--- config.mk ---
export PLATFORM = sky130hd
export DESIGN_NAME = quadrature_detent_decoder
export DESIGN_NICKNAME = d
export VERILOG_FILES = /design/src/rtl/qdd_pkg.sv /design/src/rtl/qdd_core.sv /design/src/rtl/quadrature_detent_decoder.sv
export SDC_FILE = /design/constraint.sdc
export NUM_CORES = 1
export LEC_CHECK = 0
export BUFFER_PORTS_ARGS = -buffer_cell sky130_fd_sc_hd__clkbuf_2
export CAP_MARGIN = 20
export CORE_UTILIZATION = 52
export CTS_BUF_LIST = sky130_fd_sc_hd__clkbuf_16
export DETAILED_ROUTE_END_ITERATION = 6
export PLACE_DENSITY = 0.76
export REMOVE_ABC_BUFFERS = 1
export SLEW_MARGIN = 20
export SYNTH_ARGS = -nofsm -noshare
export SYNTH_HDL_FRONTEND = slang
export SYNTH_SLANG_ARGS = --single-unit
--- constraint.sdc ---
create_clock -name clk_i -period 5.2 [get_ports clk_i]
set_input_delay 0.78 -clock clk_i [delete_from_list [all_inputs] [get_ports clk_i]]
set_output_delay 0.78 -clock clk_i [all_outputs]
set_load 0.01 [all_outputs]
--- src/rtl/qdd_pkg.sv ---
// Quadrature detent decoder package: register map, item layout, step codes.
// Shared by the decoder core and the top level; no dependencies.
`default_nettype none

package qdd_pkg;

  localparam int unsigned TimeW     = 32;
  localparam int unsigned LockoutW  = 8;
  localparam int unsigned CountW    = 4;
  localparam int unsigned DirW      = 2;
  localparam int unsigned InDataW   = 40;
  localparam int unsigned OutDataW  = 8;
  localparam int unsigned ApbAddrW  = 3;
  localparam int unsigned ApbDataW  = 32;

  localparam logic [LockoutW-1:0] LockoutReset = 8'd5;
  localparam logic [CountW-1:0]   StepsReset   = 4'd3;

  localparam logic [DirW-1:0] DirNone = 2'b00;
  localparam logic [DirW-1:0] DirCw   = 2'b01;
  localparam logic [DirW-1:0] DirCcw  = 2'b11;

  typedef enum logic [0:0] {
    REG_LOCKOUT = 1'b0,
    REG_STEPS   = 1'b1
  } reg_idx_e;

  typedef enum logic [1:0] {
    STEP_HOLD = 2'd0,
    STEP_CW   = 2'd1,
    STEP_JUMP = 2'd2,
    STEP_CCW  = 2'd3
  } step_e;

  typedef struct packed {
    logic [TimeW-1:0] now_ms;
    logic             pin_b;
    logic             pin_a;
  } item_t;

  typedef struct packed {
    logic [CountW-1:0]   steps_per_detent;
    logic [LockoutW-1:0] lockout_ms;
  } cfg_t;

  function automatic logic [1:0] gray_of(input logic a, input logic b);
    logic [1:0] raw;
    raw = {a, b};
    gray_of = {raw[1], raw[1] ^ raw[0]};
  endfunction

endpackage

`default_nettype wire

--- src/rtl/qdd_core.sv ---
// Decoder core: position, step time, step counters; one item per advance_i cycle.
// Depends on qdd_pkg for item, config and step types.
`default_nettype none

module qdd_core (
  input  wire logic                      clk_i,
  input  wire logic                      rst_ni,
  input  wire logic                      advance_i,
  input  wire qdd_pkg::item_t            item_i,
  input  wire qdd_pkg::cfg_t             cfg_i,
  output logic [qdd_pkg::DirW-1:0]       dir_o
);

  logic                          primed_q, primed_d;
  logic [1:0]                    last_pos_q, last_pos_d;
  logic [qdd_pkg::TimeW-1:0]     last_time_q, last_time_d;
  logic [qdd_pkg::CountW-1:0]    cw_q, cw_d;
  logic [qdd_pkg::CountW-1:0]    ccw_q, ccw_d;

  logic [1:0]                    pos;
  logic [qdd_pkg::TimeW-1:0]     elapsed;
  logic                          locked;
  logic [qdd_pkg::CountW-1:0]    cw_inc, ccw_inc;
  qdd_pkg::step_e                step;

  assign pos     = qdd_pkg::gray_of(item_i.pin_a, item_i.pin_b);
  assign elapsed = item_i.now_ms - last_time_q;
  assign locked  = elapsed <= {{(qdd_pkg::TimeW-qdd_pkg::LockoutW){1'b0}}, cfg_i.lockout_ms};
  assign cw_inc  = cw_q + 1'b1;
  assign ccw_inc = ccw_q + 1'b1;
  assign step    = qdd_pkg::step_e'(last_pos_q - pos);

  always_comb begin
    primed_d    = primed_q;
    last_pos_d  = last_pos_q;
    last_time_d = last_time_q;
    cw_d        = cw_q;
    ccw_d       = ccw_q;
    dir_o       = qdd_pkg::DirNone;
    if (!primed_q) begin
      primed_d    = 1'b1;
      last_pos_d  = pos;
      last_time_d = item_i.now_ms;
    end else if (!locked) begin
      last_pos_d = pos;
      unique case (step)
        qdd_pkg::STEP_CW: begin
          ccw_d       = '0;
          last_time_d = item_i.now_ms;
          if (cw_inc == cfg_i.steps_per_detent) begin
            cw_d  = '0;
            dir_o = qdd_pkg::DirCw;
          end else begin
            cw_d = cw_inc;
          end
        end
        qdd_pkg::STEP_CCW: begin
          cw_d        = '0;
          last_time_d = item_i.now_ms;
          if (ccw_inc == cfg_i.steps_per_detent) begin
            ccw_d = '0;
            dir_o = qdd_pkg::DirCcw;
          end else begin
            ccw_d = ccw_inc;
          end
        end
        qdd_pkg::STEP_JUMP: begin
          last_time_d = item_i.now_ms;
        end
        default: begin
        end
      endcase
    end
  end

  always_ff @(posedge clk_i or negedge rst_ni) begin
    if (!rst_ni) begin
      primed_q    <= 1'b0;
      last_pos_q  <= '0;
      last_time_q <= '0;
      cw_q        <= '0;
      ccw_q       <= '0;
    end else if (advance_i) begin
      primed_q    <= primed_d;
      last_pos_q  <= last_pos_d;
      last_time_q <= last_time_d;
      cw_q        <= cw_d;
      ccw_q       <= ccw_d;
    end
  end

endmodule

`default_nettype wire

--- src/rtl/quadrature_detent_decoder.sv ---
// Pipeline: input register, then result register, from input accept to result valid.
// Throughput: one item per cycle unless the output stalls; decoder core state updates
// as an item leaves the input register, so consecutive items chain at full rate.
// Reset (rst_ni low, asynchronous): pipeline empty, decoder unprimed, counts and
// step time cleared, lockout_ms = 5, steps_per_detent = 3.
`default_nettype none

module quadrature_detent_decoder (
  input  wire logic                             clk_i,
  input  wire logic                             rst_ni,
  input  wire logic                             s_axis_tvalid,
  output logic                                  s_axis_tready,
  // [0] pin_a, [1] pin_b, [33:2] now_ms, [39:34] zero
  input  wire logic [qdd_pkg::InDataW-1:0]      s_axis_tdata,
  output logic                                  m_axis_tvalid,
  input  wire logic                             m_axis_tready,
  // [1:0] detent_dir, [7:2] zero
  output logic [qdd_pkg::OutDataW-1:0]          m_axis_tdata,
  input  wire logic                             psel,
  input  wire logic                             penable,
  input  wire logic                             pwrite,
  input  wire logic [qdd_pkg::ApbAddrW-1:0]     paddr,
  input  wire logic [qdd_pkg::ApbDataW-1:0]     pwdata,
  output logic [qdd_pkg::ApbDataW-1:0]          prdata,
  output logic                                  pready
);

  qdd_pkg::cfg_t                   cfg_q;
  qdd_pkg::item_t                  item_q;
  logic                            in_valid_q;
  logic                            out_valid_q;
  logic [qdd_pkg::DirW-1:0]        out_dir_q;
  logic [qdd_pkg::DirW-1:0]        dir;
  logic                            advance;
  logic                            cfg_wr;
  qdd_pkg::reg_idx_e               reg_idx;

  assign pready  = 1'b1;
  assign reg_idx = qdd_pkg::reg_idx_e'(paddr[2]);
  assign cfg_wr  = psel && penable && pwrite && pready;

  always_comb begin
    prdata = '0;
    unique case (reg_idx)
      qdd_pkg::REG_LOCKOUT: prdata[qdd_pkg::LockoutW-1:0] = cfg_q.lockout_ms;
      qdd_pkg::REG_STEPS:   prdata[qdd_pkg::CountW-1:0]   = cfg_q.steps_per_detent;
      default:              prdata = '0;
    endcase
  end

  always_ff @(posedge clk_i or negedge rst_ni) begin
    if (!rst_ni) begin
      cfg_q.lockout_ms       <= qdd_pkg::LockoutReset;
      cfg_q.steps_per_detent <= qdd_pkg::StepsReset;
    end else if (cfg_wr) begin
      unique case (reg_idx)
        qdd_pkg::REG_LOCKOUT: cfg_q.lockout_ms <= pwdata[qdd_pkg::LockoutW-1:0];
        qdd_pkg::REG_STEPS:   cfg_q.steps_per_detent <= pwdata[qdd_pkg::CountW-1:0];
        default: begin
        end
      endcase
    end
  end

  assign advance       = in_valid_q && (!out_valid_q || m_axis_tready);
  assign s_axis_tready = !in_valid_q || advance;

  always_ff @(posedge clk_i or negedge rst_ni) begin
    if (!rst_ni) begin
      in_valid_q  <= 1'b0;
      out_valid_q <= 1'b0;
    end else begin
      if (s_axis_tready) begin
        in_valid_q <= s_axis_tvalid;
      end
      if (advance) begin
        out_valid_q <= 1'b1;
      end else if (m_axis_tready) begin
        out_valid_q <= 1'b0;
      end
    end
  end

  always_ff @(posedge clk_i) begin
    if (s_axis_tready && s_axis_tvalid) begin
      item_q <= s_axis_tdata[$bits(qdd_pkg::item_t)-1:0];
    end
    if (advance) begin
      out_dir_q <= dir;
    end
  end

  qdd_core u_core (
    .clk_i     (clk_i),
    .rst_ni    (rst_ni),
    .advance_i (advance),
    .item_i    (item_q),
    .cfg_i     (cfg_q),
    .dir_o     (dir)
  );

  assign m_axis_tvalid = out_valid_q;
  assign m_axis_tdata  = {{(qdd_pkg::OutDataW-qdd_pkg::DirW){1'b0}}, out_dir_q};

endmodule

`default_nettype wire

# Yosys cells after proc, flatten, opt, wreduce, memory -nomap -nowiden
# Index checks and enable logic that the tools add are counted.
# op_classes
n_addsub	4
magnitude_cmp	1
n_eq_ne	7
muxes	16
bitwise	4
reduce_logical	17
# op_table
operator	n
2-to-1 mux 32 bit	3
<= comparator 32 x 8 -> 1 bit	1
subtractor 32 bit	1
one-hot mux 4 bit (2 select lines)	3
2-to-1 mux 4 bit	3
adder 4 x 1 -> 4 bit (second input constant)	2
== test 4 bit	2
2-to-1 mux 2 bit	3
AND reduction 2 bit	3
== test 2 bit (second input constant)	2
logical AND 1 bit	4
!= test 2 bit (second input constant)	2
one-hot mux 2 bit (2 select lines)	1
AND reduction 4 bit	1
nonzero test 2 bit	2
2-to-1 mux 1 bit	3
inverter 1 bit	3
AND reduction 3 bit	1
OR reduction 3 bit	1
== test 2 x 1 -> 1 bit (second input constant)	1
logical NOT 1 bit	2
logical OR 1 bit	2
OR reduction 2 bit	1
subtractor 2 bit	1
XOR 1 bit	1
# word_totals
regBits	93
output_inout_bits	43

# Depth between registers and ports, before layout
# Gate-level depths: netlist of the first run.
# logic_depth
ltp_word	7
ltp_mapped	18

# By module
# A second synthesis of the first run with hierarchy kept.
# unflattened
hier_cells	643
area_unflattened_um2	6458.7
# modules_own_cells
module	n_inst	cells_per_inst	area_each_um2
qdd_core	1	531	4486.8
quadrature_detent_decoder	1	112	1971.9

# Worst setup path before layout of the first run
# OpenSTA, ideal clock, no wires.
# synth_timing
kind	reg2reg
start	register item_q[6] (netlist bit)
end	register u_core.last_time_q[11] (netlist bit)
setup_time_ns	0.127
arrival_time_ns	3.495
required_time_ns	5.073
path_slack_ns	1.578
stages_incl_launch_ff	18
path_buffers	1
cell_sequence	edfxtp_1 -> ha_1 -> o211ai_1 -> a21oi_1 -> nor2_1 -> o21ai_0 -> xor2_1 -> ha_1 -> a21oi_1 -> o21ai_0 -> o22ai_1 -> o221a_2 -> and4_1 -> nand4_1 -> nand2b_1 -> o21ai_4 -> buf_12 -> mux2_1
# synth_via
elab_chain_cells	4
# synth_rtl
item	line_no	rtl
from (decl)	quadrature_detent_decoder.sv:29	qdd_pkg::item_t item_q;
from (signal assigned)	quadrature_detent_decoder.sv:86	item_q <= s_axis_tdata[$bits(qdd_pkg::item_t)-1:0];
subtractor 32 bit	qdd_core.sv:27	assign elapsed = item_i.now_ms - last_time_q;
<= comparator 32 x 8 -> 1 bit	qdd_core.sv:28	assign locked = elapsed <= {{(qdd_pkg::TimeW-qdd_pkg::LockoutW){1'b0}}, cfg_i.lockout_ms};
!= test 2 bit (no source line)	n/a	
AND reduction 3 bit (no source line)	n/a	
to (signal assigned)	qdd_core.sv:86	last_time_q <= last_time_d;
to (decl)	qdd_core.sv:16	logic [qdd_pkg::TimeW-1:0] last_time_q, last_time_d;
# No other way between the ends.
# A chain may end at the register's enable or synchronous reset.

# Worst setup path after layout of the first run
# layout_timing
start	register u_core.last_time_q[4] (netlist bit)
end	register u_core.last_time_q[21] (netlist bit)
# layout_via
elab_chain_cells	4
# layout_rtl
item	line_no
subtractor 32 bit	qdd_core.sv:27
<= comparator 32 x 8 -> 1 bit	qdd_core.sv:28
!= test 2 bit (no source line)	n/a
AND reduction 3 bit (no source line)	n/a
# No other way between the ends.

==> metrics.md, run 1 <==
| Metric | Value |
|---|---|
| Outcome | `finished, violations left` |
| Violated checks | `design-rule violations` |
| Clock-pin slew on the worst setup and hold paths | `0.07 ns` |
| Area Growth Syn to Fin | `8.40%` |
| Die H | `112 um` |
| Global-route wire length before repair | `21800 um` |
| Synth Register Bits | `93` |
| Top delay family on crit path | `compound AO/OA/AOI/OAI gates` |
| Critical path required time | `5.43 ns` |
| CP bufs+invs | `2` |
| Tot Pwr | `3400 uW` |
| # setup viols final | `0` |
| Crit path DAT | `4.54 ns` |
| Core Region | `0.0116 mm^2` |
| Share of cells above drive strength 1 | `19.8%` |
| Hold-fix buffers, CTS | `0` |
| Syn Inst Count | `609` |
| Rows | `39` |
| CP Depth | `18` |
| Max Cap Viol | `0` |
| Crit start category | `flip-flop` |
| Power Dens Cells | `497 mW/mm^2` |
| Vias | `4716` |
| Critical path's slowest cell | `ha_1` |
| Placed Area | `0.00659 mm^2` |
| Max Fclk | `232 MHz` |
| Root buffer cell | `clkbuf_16` |
| Port bufs | `61` |
| FF-to-FF End | `u_core.last_time_q[21]` |
| Starting Density | `54.4%` |
| Top cell type by total area after synthesis | `dfrtp_1` |
| Clock Sinks | `93` |
| H-tree levels | `3` |
| Crit path from | `u_core.last_time_q[4]` |
| Final Core Density | `59.0%` |
| P_leak | `0.00319 uW` |
| Crit path to | `u_core.last_time_q[21]` |
| Num ports | `125` |
| Netlist cell types | `78` |
| Post-place setup slack | `0.950 ns` |
| R2R Setup Slk | `0.89 ns` |
| Slew Limit Fails | `0` |
| Measured slew at the worst slew-check pin | `0.771 ns` |
| VDD IR max | `274 uV` |
| Min Tclk post-route | `4.31 ns` |
| DPL Wire Length | `9690 um` |
| CTS tree | `done` |
| Sequential fraction of the synthesis area | `39.8%` |
| Initial antenna violation count | `0` |
| WL per Instance | `15.6 um` |
| CP peak stage delay | `0.38 ns` |
| Hold Crit Class | `reg2reg` |
| Vias in the first global route | `4599` |
| Gr ovfl total | `0` |
| Critical R2R Launch | `u_core.last_time_q[4]` |
| Post-route clock period utilization | `82.8%` |
| Clock Path Buffers | `2` |
| Design Area, Final | `0.00685 mm^2` |
| Resize count post-CTS | `0` |
| Post-Route Setup TNS | `0 ns` |
| Drt pass-1 iters | `7` |
| GPL Wtd Cong | `0.893` |
| Antenna viol nets, final | `0` |
| Nets | `793` |
| Worst Path Max Fanout | `17` |
| Diode count | `0` |
| Post-synth top area share | `21.0%` |
| Pin count of the biggest net entering global routing | `58` |
| Clock skew | `0.0143 ns` |
| Post-synthesis cell area | `0.00632 mm^2` |
| Crit path cell chain | `inv_1 -> ha_1 -> o211ai_1 -> a21oi_1 -> nor2_1 -> o21ai_0 -> xor2_1 -> ha_1 -> a21oi_1 -> o21ai_0 -> o22ai_1 -> o221a_2 -> and4_1 -> nand4_1 -> nand2b_1 -> o21ai_4 -> buf_4 -> mux2_1` |
| Worst-skew pair later-pin latency | `0.36 ns` |
| Post-CTS Setup Bufs | `0` |
| Crit path setup slack, layout | `0.893 ns` |
| DRT Wirelength | `12700 um` |
| Ys flop type | `dfrtp_1` |
| Reg2Reg Depth | `18` |
| CTS buffer count | `9` |
| Initial DRC Count | `274` |
| Mean Syn Cell Area | `10.4 um^2` |
| Die area | `0.0126 mm^2` |
| Overall global routing resource usage | `22.0%` |
| Final-report hold violation count | `0` |
| Die Wd | `112 um` |
| Unrepaired setup endpoints after global routing | `false` |
| CP Capture Type | `flip-flop` |
| Number of flops mapped to enable cells by yosys | `36` |
| Rel. slew slack | `48.6%` |
| Number of vias per cell | `5.78` |
| Synth top area cells | `dfrtp_1 (21%), edfxtp_1 (17%), ha_1 (8.3%), mux2_4 (6.2%), buf_4 (3.8%)` |
| # DRC | `7` |
| Crit Path Class | `reg2reg` |
| Synth Warn # | `0` |
| Async SR Flop Fraction | `61.3%` |
power breakdown:
group          total (uW)  internal (uW)  switching [uW]
Sequential           1050            939             112
Clock                 583            314             269
Combinational        1770            779             988
Total                3400           2030            1370
per-stage QoR:
step	hold WS, ns	std cells
2_1_floorplan	0.457	592
3_3_place_gp	0.468	800
5_1_grt	0.501	816
3_5_place_dp	0.481	800
4_1_cts	0.487	816
6_report	0.486	816
worst min-delay path by stage:
stage | from | end | slack, ns | depth (start not counted)
after CTS | in_valid_q | m_axis_tvalid | 0.49 | 1
after detailed placement | u_core.last_time_q[11] | u_core.last_time_q[11] | 0.48 | 1
after global routing | u_core.last_time_q[21] | u_core.last_time_q[21] | 0.50 | 1
final | in_valid_q | m_axis_tvalid | 0.49 | 1
after global placement | in_valid_q | m_axis_tvalid | 0.47 | 1
after floorplan | in_valid_q | m_axis_tvalid | 0.46 | 1
registers in the layout, indices dropped and copies added, names as in the netlist:
register,cells
cfg_q,12
in_valid_q,1
item_q,34
m_axis_tvalid,1
out_dir_q,2
u_core.ccw_q,4
u_core.cw_q,4
u_core.last_pos_q,2
u_core.last_time_q,32
u_core.primed_q,1
metal layers:
| metal | routed length [um] | GRT usage [%] |
|---|---|---|
| met1 | 5860 | 28.0 |
| met2 | 6120 | 36.5 |
| met3 | 506 | 4.21 |
| met4 | 226 | 9.60 |
| met5 | 0 | 0 |
placed cells by master (no fill, tap or decap), types with 3 or more instances in the layout:
| master | synthesis | final |
|---|---|---|
| nand2_1 | 39 | 39 |
| xor2_1 | 13 | 13 |
| nand4b_1 | 3 | 3 |
| a21o_1 | 15 | 15 |
| a21oi_1 | 38 | 38 |
| inv_1 | 51 | 55 |
| nand3_1 | 11 | 11 |
| clkbuf_16 | 0 | 9 |
| a211oi_1 | 3 | 3 |
| nor2b_1 | 3 | 3 |
| nand2b_1 | 8 | 8 |
| edfxtp_1 | 36 | 36 |
| or3_1 | 10 | 10 |
| xnor2_1 | 16 | 16 |
| o21a_1 | 7 | 7 |
| mux2i_1 | 4 | 4 |
| o21ai_1 | 6 | 6 |
| conb_1 | 2 | 31 |
| clkbuf_2 | 0 | 61 |
| dfrtp_1 | 53 | 53 |
| mux2_4 | 26 | 26 |
| nand4_1 | 13 | 13 |
| nor2_1 | 25 | 25 |
| mux2_1 | 7 | 7 |
| ha_1 | 42 | 42 |
| and2_1 | 4 | 4 |
| mux2_2 | 13 | 13 |
| a221oi_1 | 4 | 4 |
| nor4_1 | 4 | 4 |
| dfstp_2 | 4 | 4 |
| and3_1 | 4 | 4 |
| o41ai_1 | 4 | 4 |
| a31oi_1 | 5 | 5 |
| nor3_1 | 13 | 13 |
| o21ai_0 | 24 | 24 |
| o211ai_1 | 5 | 5 |
| buf_4 | 32 | 4 |
cell usage after synthesis, types with 6 or more instances:
cell type / instances
mux2_4: 26
buf_4: 32
ha_1: 42
o21a_1: 7
mux2_1: 7
a21oi_1: 38
xor2_1: 13
o21ai_0: 24
nor2_1: 25
edfxtp_1: 36
xnor2_1: 16
nand4_1: 13
a21o_1: 15
mux2_2: 13
or3_1: 10
nand2b_1: 8
dfrtp_1: 53
clkbuf_1: 6
nor3_1: 13
o21ai_1: 6
nand2_1: 39
inv_1: 51
nand3_1: 11
final cells by class:
class,instances,area [um^2]
clock inverter,7,30.0
fill,966,4770
sequential,93,2510
clock buffer,9,225
timing repair buffer,65,335
tap,143,179
multi-input combinational,447,3370
inverter,52,195
cell families (layout without fill, tap and decap cells):
group | after synthesis | count (layout) | share of synthesized area (%)
adders and majority gates | 43 | 43 | 8.64
other | 2 | 31 | 0.119
muxes | 50 | 50 | 10.4
AOI/OAI and AO/OA | 143 | 143 | 15.8
xor gates and xnor gates | 29 | 29 | 4.02
DFF | 93 | 93 | 39.8
and+or+nand+nor | 151 | 151 | 12.7
buffers and inverters | 98 | 133 | 8.60
No activity file was read; power rests on OpenSTA's default activity.
==> inputs of run 2 (changes only) <==
--- a/config.mk
+++ b/config.mk
@@ -7,10 +7,10 @@
 export LEC_CHECK = 0
 export BUFFER_PORTS_ARGS = -buffer_cell sky130_fd_sc_hd__clkbuf_2
 export CAP_MARGIN = 20
-export CORE_UTILIZATION = 52
+export CORE_UTILIZATION = 51
 export CTS_BUF_LIST = sky130_fd_sc_hd__clkbuf_16
 export DETAILED_ROUTE_END_ITERATION = 6
-export PLACE_DENSITY = 0.76
+export PLACE_DENSITY = 0.78
 export REMOVE_ABC_BUFFERS = 1
 export SLEW_MARGIN = 20
 export SYNTH_ARGS = -nofsm -noshare
==> constraint.sdc (replaced) <==
create_clock -name clk_i -period 3.8 [get_ports clk_i]
set_input_delay 0.57 -clock clk_i [delete_from_list [all_inputs] [get_ports clk_i]]
set_output_delay 0.57 -clock clk_i [all_outputs]
set_load 0.01 [all_outputs]
==> run 2 against run 1 <==
The flow finishes with violations (negative setup slack). Global-route usage up 1.2 points. Sequential share of layout area down 3.2 points. Sequential power up 38%. Cell area up 9.7%. Clock power up 49%. Worst setup slack worse by 0.97 ns. Critical path depth unchanged. Flip-flop and latch count unchanged. Fmax up 11%. Register-to-register slack worse by 0.97 ns.
==> metrics.md, run 2 (synthesized netlist as in run 1, its figures left out) <==
| Metric | Value |
|---|---|
| Outcome | `finished, violations left` |
| Violated checks | `negative setup slack` |
| Clock-pin slew on the worst setup and hold paths | `0.07 ns` |
| Antenna viol nets, final | `0` |
| CTS tree | `done` |
| Drt pass-1 iters | `4` |
| DRT Wirelength | `14600 um` |
| Max Fclk | `258 MHz` |
| Diode count | `0` |
| WL per Instance | `16.5 um` |
| CP bufs+invs | `3` |
| CP Capture Type | `flip-flop` |
| FF-to-FF End | `u_core.last_time_q[18]` |
| Met2 Track Usage GR | `40.4%` |
| Clock share of power | `16.6%` |
| Busiest grt layer | `met2` |
| Crit path cell chain | `inv_1 -> ha_2 -> fa_2 -> nand2b_4 -> a21o_1 -> nand2_2 -> xor2_2 -> ha_1 -> nand4_1 -> o22ai_2 -> o221a_2 -> and4_1 -> nand4_1 -> nand2b_4 -> o21ai_4 -> buf_12 -> clkbuf_16 -> mux2_4` |
| Clock skew | `0.0112 ns` |
| Worst Path Max Fanout | `5` |
| Critical path's slowest cell | `edfxtp_1` |
| Crit start category | `flip-flop` |
| Unrepaired setup endpoints after global routing | `true` |
| Max FFs per register | `34` |
| Die H | `113 um` |
| Hold Crit Class | `in2async` |
| Root buffer cell | `clkbuf_16` |
| Pin count of the biggest net entering global routing | `35` |
| Num ports | `125` |
| Clock Path Buffers | `2` |
| P_leak | `0.00350 uW` |
| Rel. slew slack | `54.9%` |
| Reg2Reg Depth | `18` |
| Min Tclk post-route | `3.88 ns` |
| Port bufs | `61` |
| Core Region | `0.0121 mm^2` |
| Vias in the first global route | `4910` |
| Slew Limit Fails | `0` |
| Crit path to | `u_core.last_time_q[18]` |
| Initial DRC Count | `324` |
| Die Wd | `113 um` |
| Commonest non-fill, non-tap cells in the layout | `clkbuf_2 (61), inv_1 (53), dfrtp_1 (53)` |
| Clock Sinks | `93` |
| Crit Path Class | `reg2reg` |
| Comb pwr share | `55.7%` |
| Critical path required time | `4.03 ns` |
| DPL Wire Length | `10300 um` |
| Critical R2R Launch | `item_q[2]` |
| Design Area, Final | `0.00751 mm^2` |
| Sw frac | `39.8%` |
| CTS buffer count | `9` |
| Placed Area | `0.00682 mm^2` |
| CP Depth | `18` |
| H-tree levels | `3` |
| Power Dens Cells | `698 mW/mm^2` |
| Top delay family on crit path | `simple AND/OR/NAND/NOR gates` |
| Die area | `0.0128 mm^2` |
| Post-route clock period utilization | `102%` |
| Overall global routing resource usage | `23.2%` |
| # DRC | `0` |
| Largest registers | `item_q: 34 flops, u_core.last_time_q: 32 flops, cfg_q: 12 flops` |
| Initial antenna violation count | `0` |
| Worst-skew pair later-pin latency | `0.35 ns` |
| Global-route wire length before repair | `23400 um` |
| Commonest non-fill, non-tap cell in the layout | `clkbuf_2` |
| Routing usage on met3 | `3.48%` |
| Final-report hold violation count | `0` |
| Flop pwr share | `27.7%` |
| Area Growth Syn to Fin | `18.9%` |
| Crit path setup slack, layout | `-0.0765 ns` |
| Share of cells above drive strength 1 | `29.8%` |
| Crit path from | `item_q[2]` |
| Vias | `4911` |
| Max Cap Viol | `0` |
| Internal | `3150 uW` |
| Final Core Density | `62.3%` |
| GPL Wtd Cong | `0.889` |
| Sw Pwr | `2090 uW` |
| Gr ovfl total | `0` |
| # setup viols final | `24` |
| Met1 usage | `28.7%` |
| Nets | `835` |
| Number of vias per cell | `5.56` |
| Register bank with the most flops | `item_q` |
| VDD IR max | `301 uV` |
| Crit path DAT | `4.11 ns` |
| Post-Route Setup TNS | `-1.35 ns` |
| CP peak stage delay | `0.35 ns` |
| R2R Setup Slk | `-0.08 ns` |
| Measured slew at the worst slew-check pin | `0.676 ns` |
| Starting Density | `52.4%` |
| Rows | `40` |
-- run 2: changes by cell type in the layout (fill, tap and decap cells not counted), moves of 3 or more --
| cell | previous run | this run |
|---|---|---|
| nand2_1 | 39 | 36 |
| nand2_2 | 0 | 3 |
| a21oi_2 | 2 | 9 |
| a21oi_1 | 38 | 31 |
| mux2_1 | 7 | 0 |
| o21ai_0 | 24 | 21 |
| buf_4 | 4 | 37 |
| ha_4 | 0 | 3 |
| buf_6 | 0 | 4 |
| buf_12 | 0 | 3 |
| ha_1 | 42 | 38 |
| mux2_4 | 26 | 33 |
-- run 2: timing repair --
action	in CTS	in global routing
pin swaps	12	18
resized for setup	17	32
endpoints found under the setup margin	34	44
hold endpoints to repair	0	0
buffers inserted	8	11
cloned	2	1
hold buffers	0	0
-- run 2: worst register-to-register path: cells and delay by family, from the launching register on --
family / cells / cell delay (ns)
compound gates: 4 / 0.86
mux: 1 / 0.30
simple gates: 6 / 0.98
flops: 1 / 0.35
xor+xnor: 1 / 0.07
fa+ha+maj: 3 / 0.84
buf+inv: 3 / 0.37
-- run 2: power by group through the flow --
stage,sequential [uW],clock [uW],combinational [uW]
3_5_place_dp,1460,0,2560
3_3_place_gp,1440,0,2470
6_report,1450,870,2920
5_1_grt,1480,924,3200
2_1_floorplan,1410,0,1900
4_1_cts,1440,885,2740
-- run 2: layout make-up --
cell class                 instances  area (um^2)
tap                              168          210
inverter                          52          195
multi-input combinational        447         3570
fill                             975         4550
clock inverter                     7         60.1
sequential                        93         2510
clock buffer                       9          225
timing repair buffer             107          741
-- run 2: metrics by stage --
| step | setup WS [ns] | total power, uW | hold WS, ns | cells |
|---|---|---|---|---|
| 2_1_floorplan | -0.280 | 3310 | 0.274 | 592 |
| 3_3_place_gp | -0.137 | 3910 | 0.473 | 848 |
| 3_5_place_dp | -0.194 | 4020 | 0.482 | 848 |
| 4_1_cts | -0.0297 | 5070 | 0.258 | 874 |
| 5_1_grt | -0.186 | 5610 | 0.290 | 883 |
| 6_report | -0.0765 | 5240 | 0.243 | 883 |
-- run 2: routing by layer --
metal	wire, um	share of wire (%)
met1	6350	44
met2	7330	50
met3	554	3.8
met4	346	2.4
met5	0	0
-- run 2: worst min-delay path by stage --
stage / from / end / slack (ns) / cells past startpoint
2_1_floorplan: rst_ni / cfg_q[10] / 0.27 / 0
3_3_place_gp: in_valid_q / m_axis_tvalid / 0.47 / 1
3_5_place_dp: u_core.last_time_q[21] / u_core.last_time_q[21] / 0.48 / 1
4_1_cts: rst_ni / u_core.last_time_q[1] / 0.26 / 1
5_1_grt: rst_ni / u_core.last_time_q[1] / 0.29 / 1
6_report: rst_ni / u_core.last_time_q[1] / 0.24 / 1
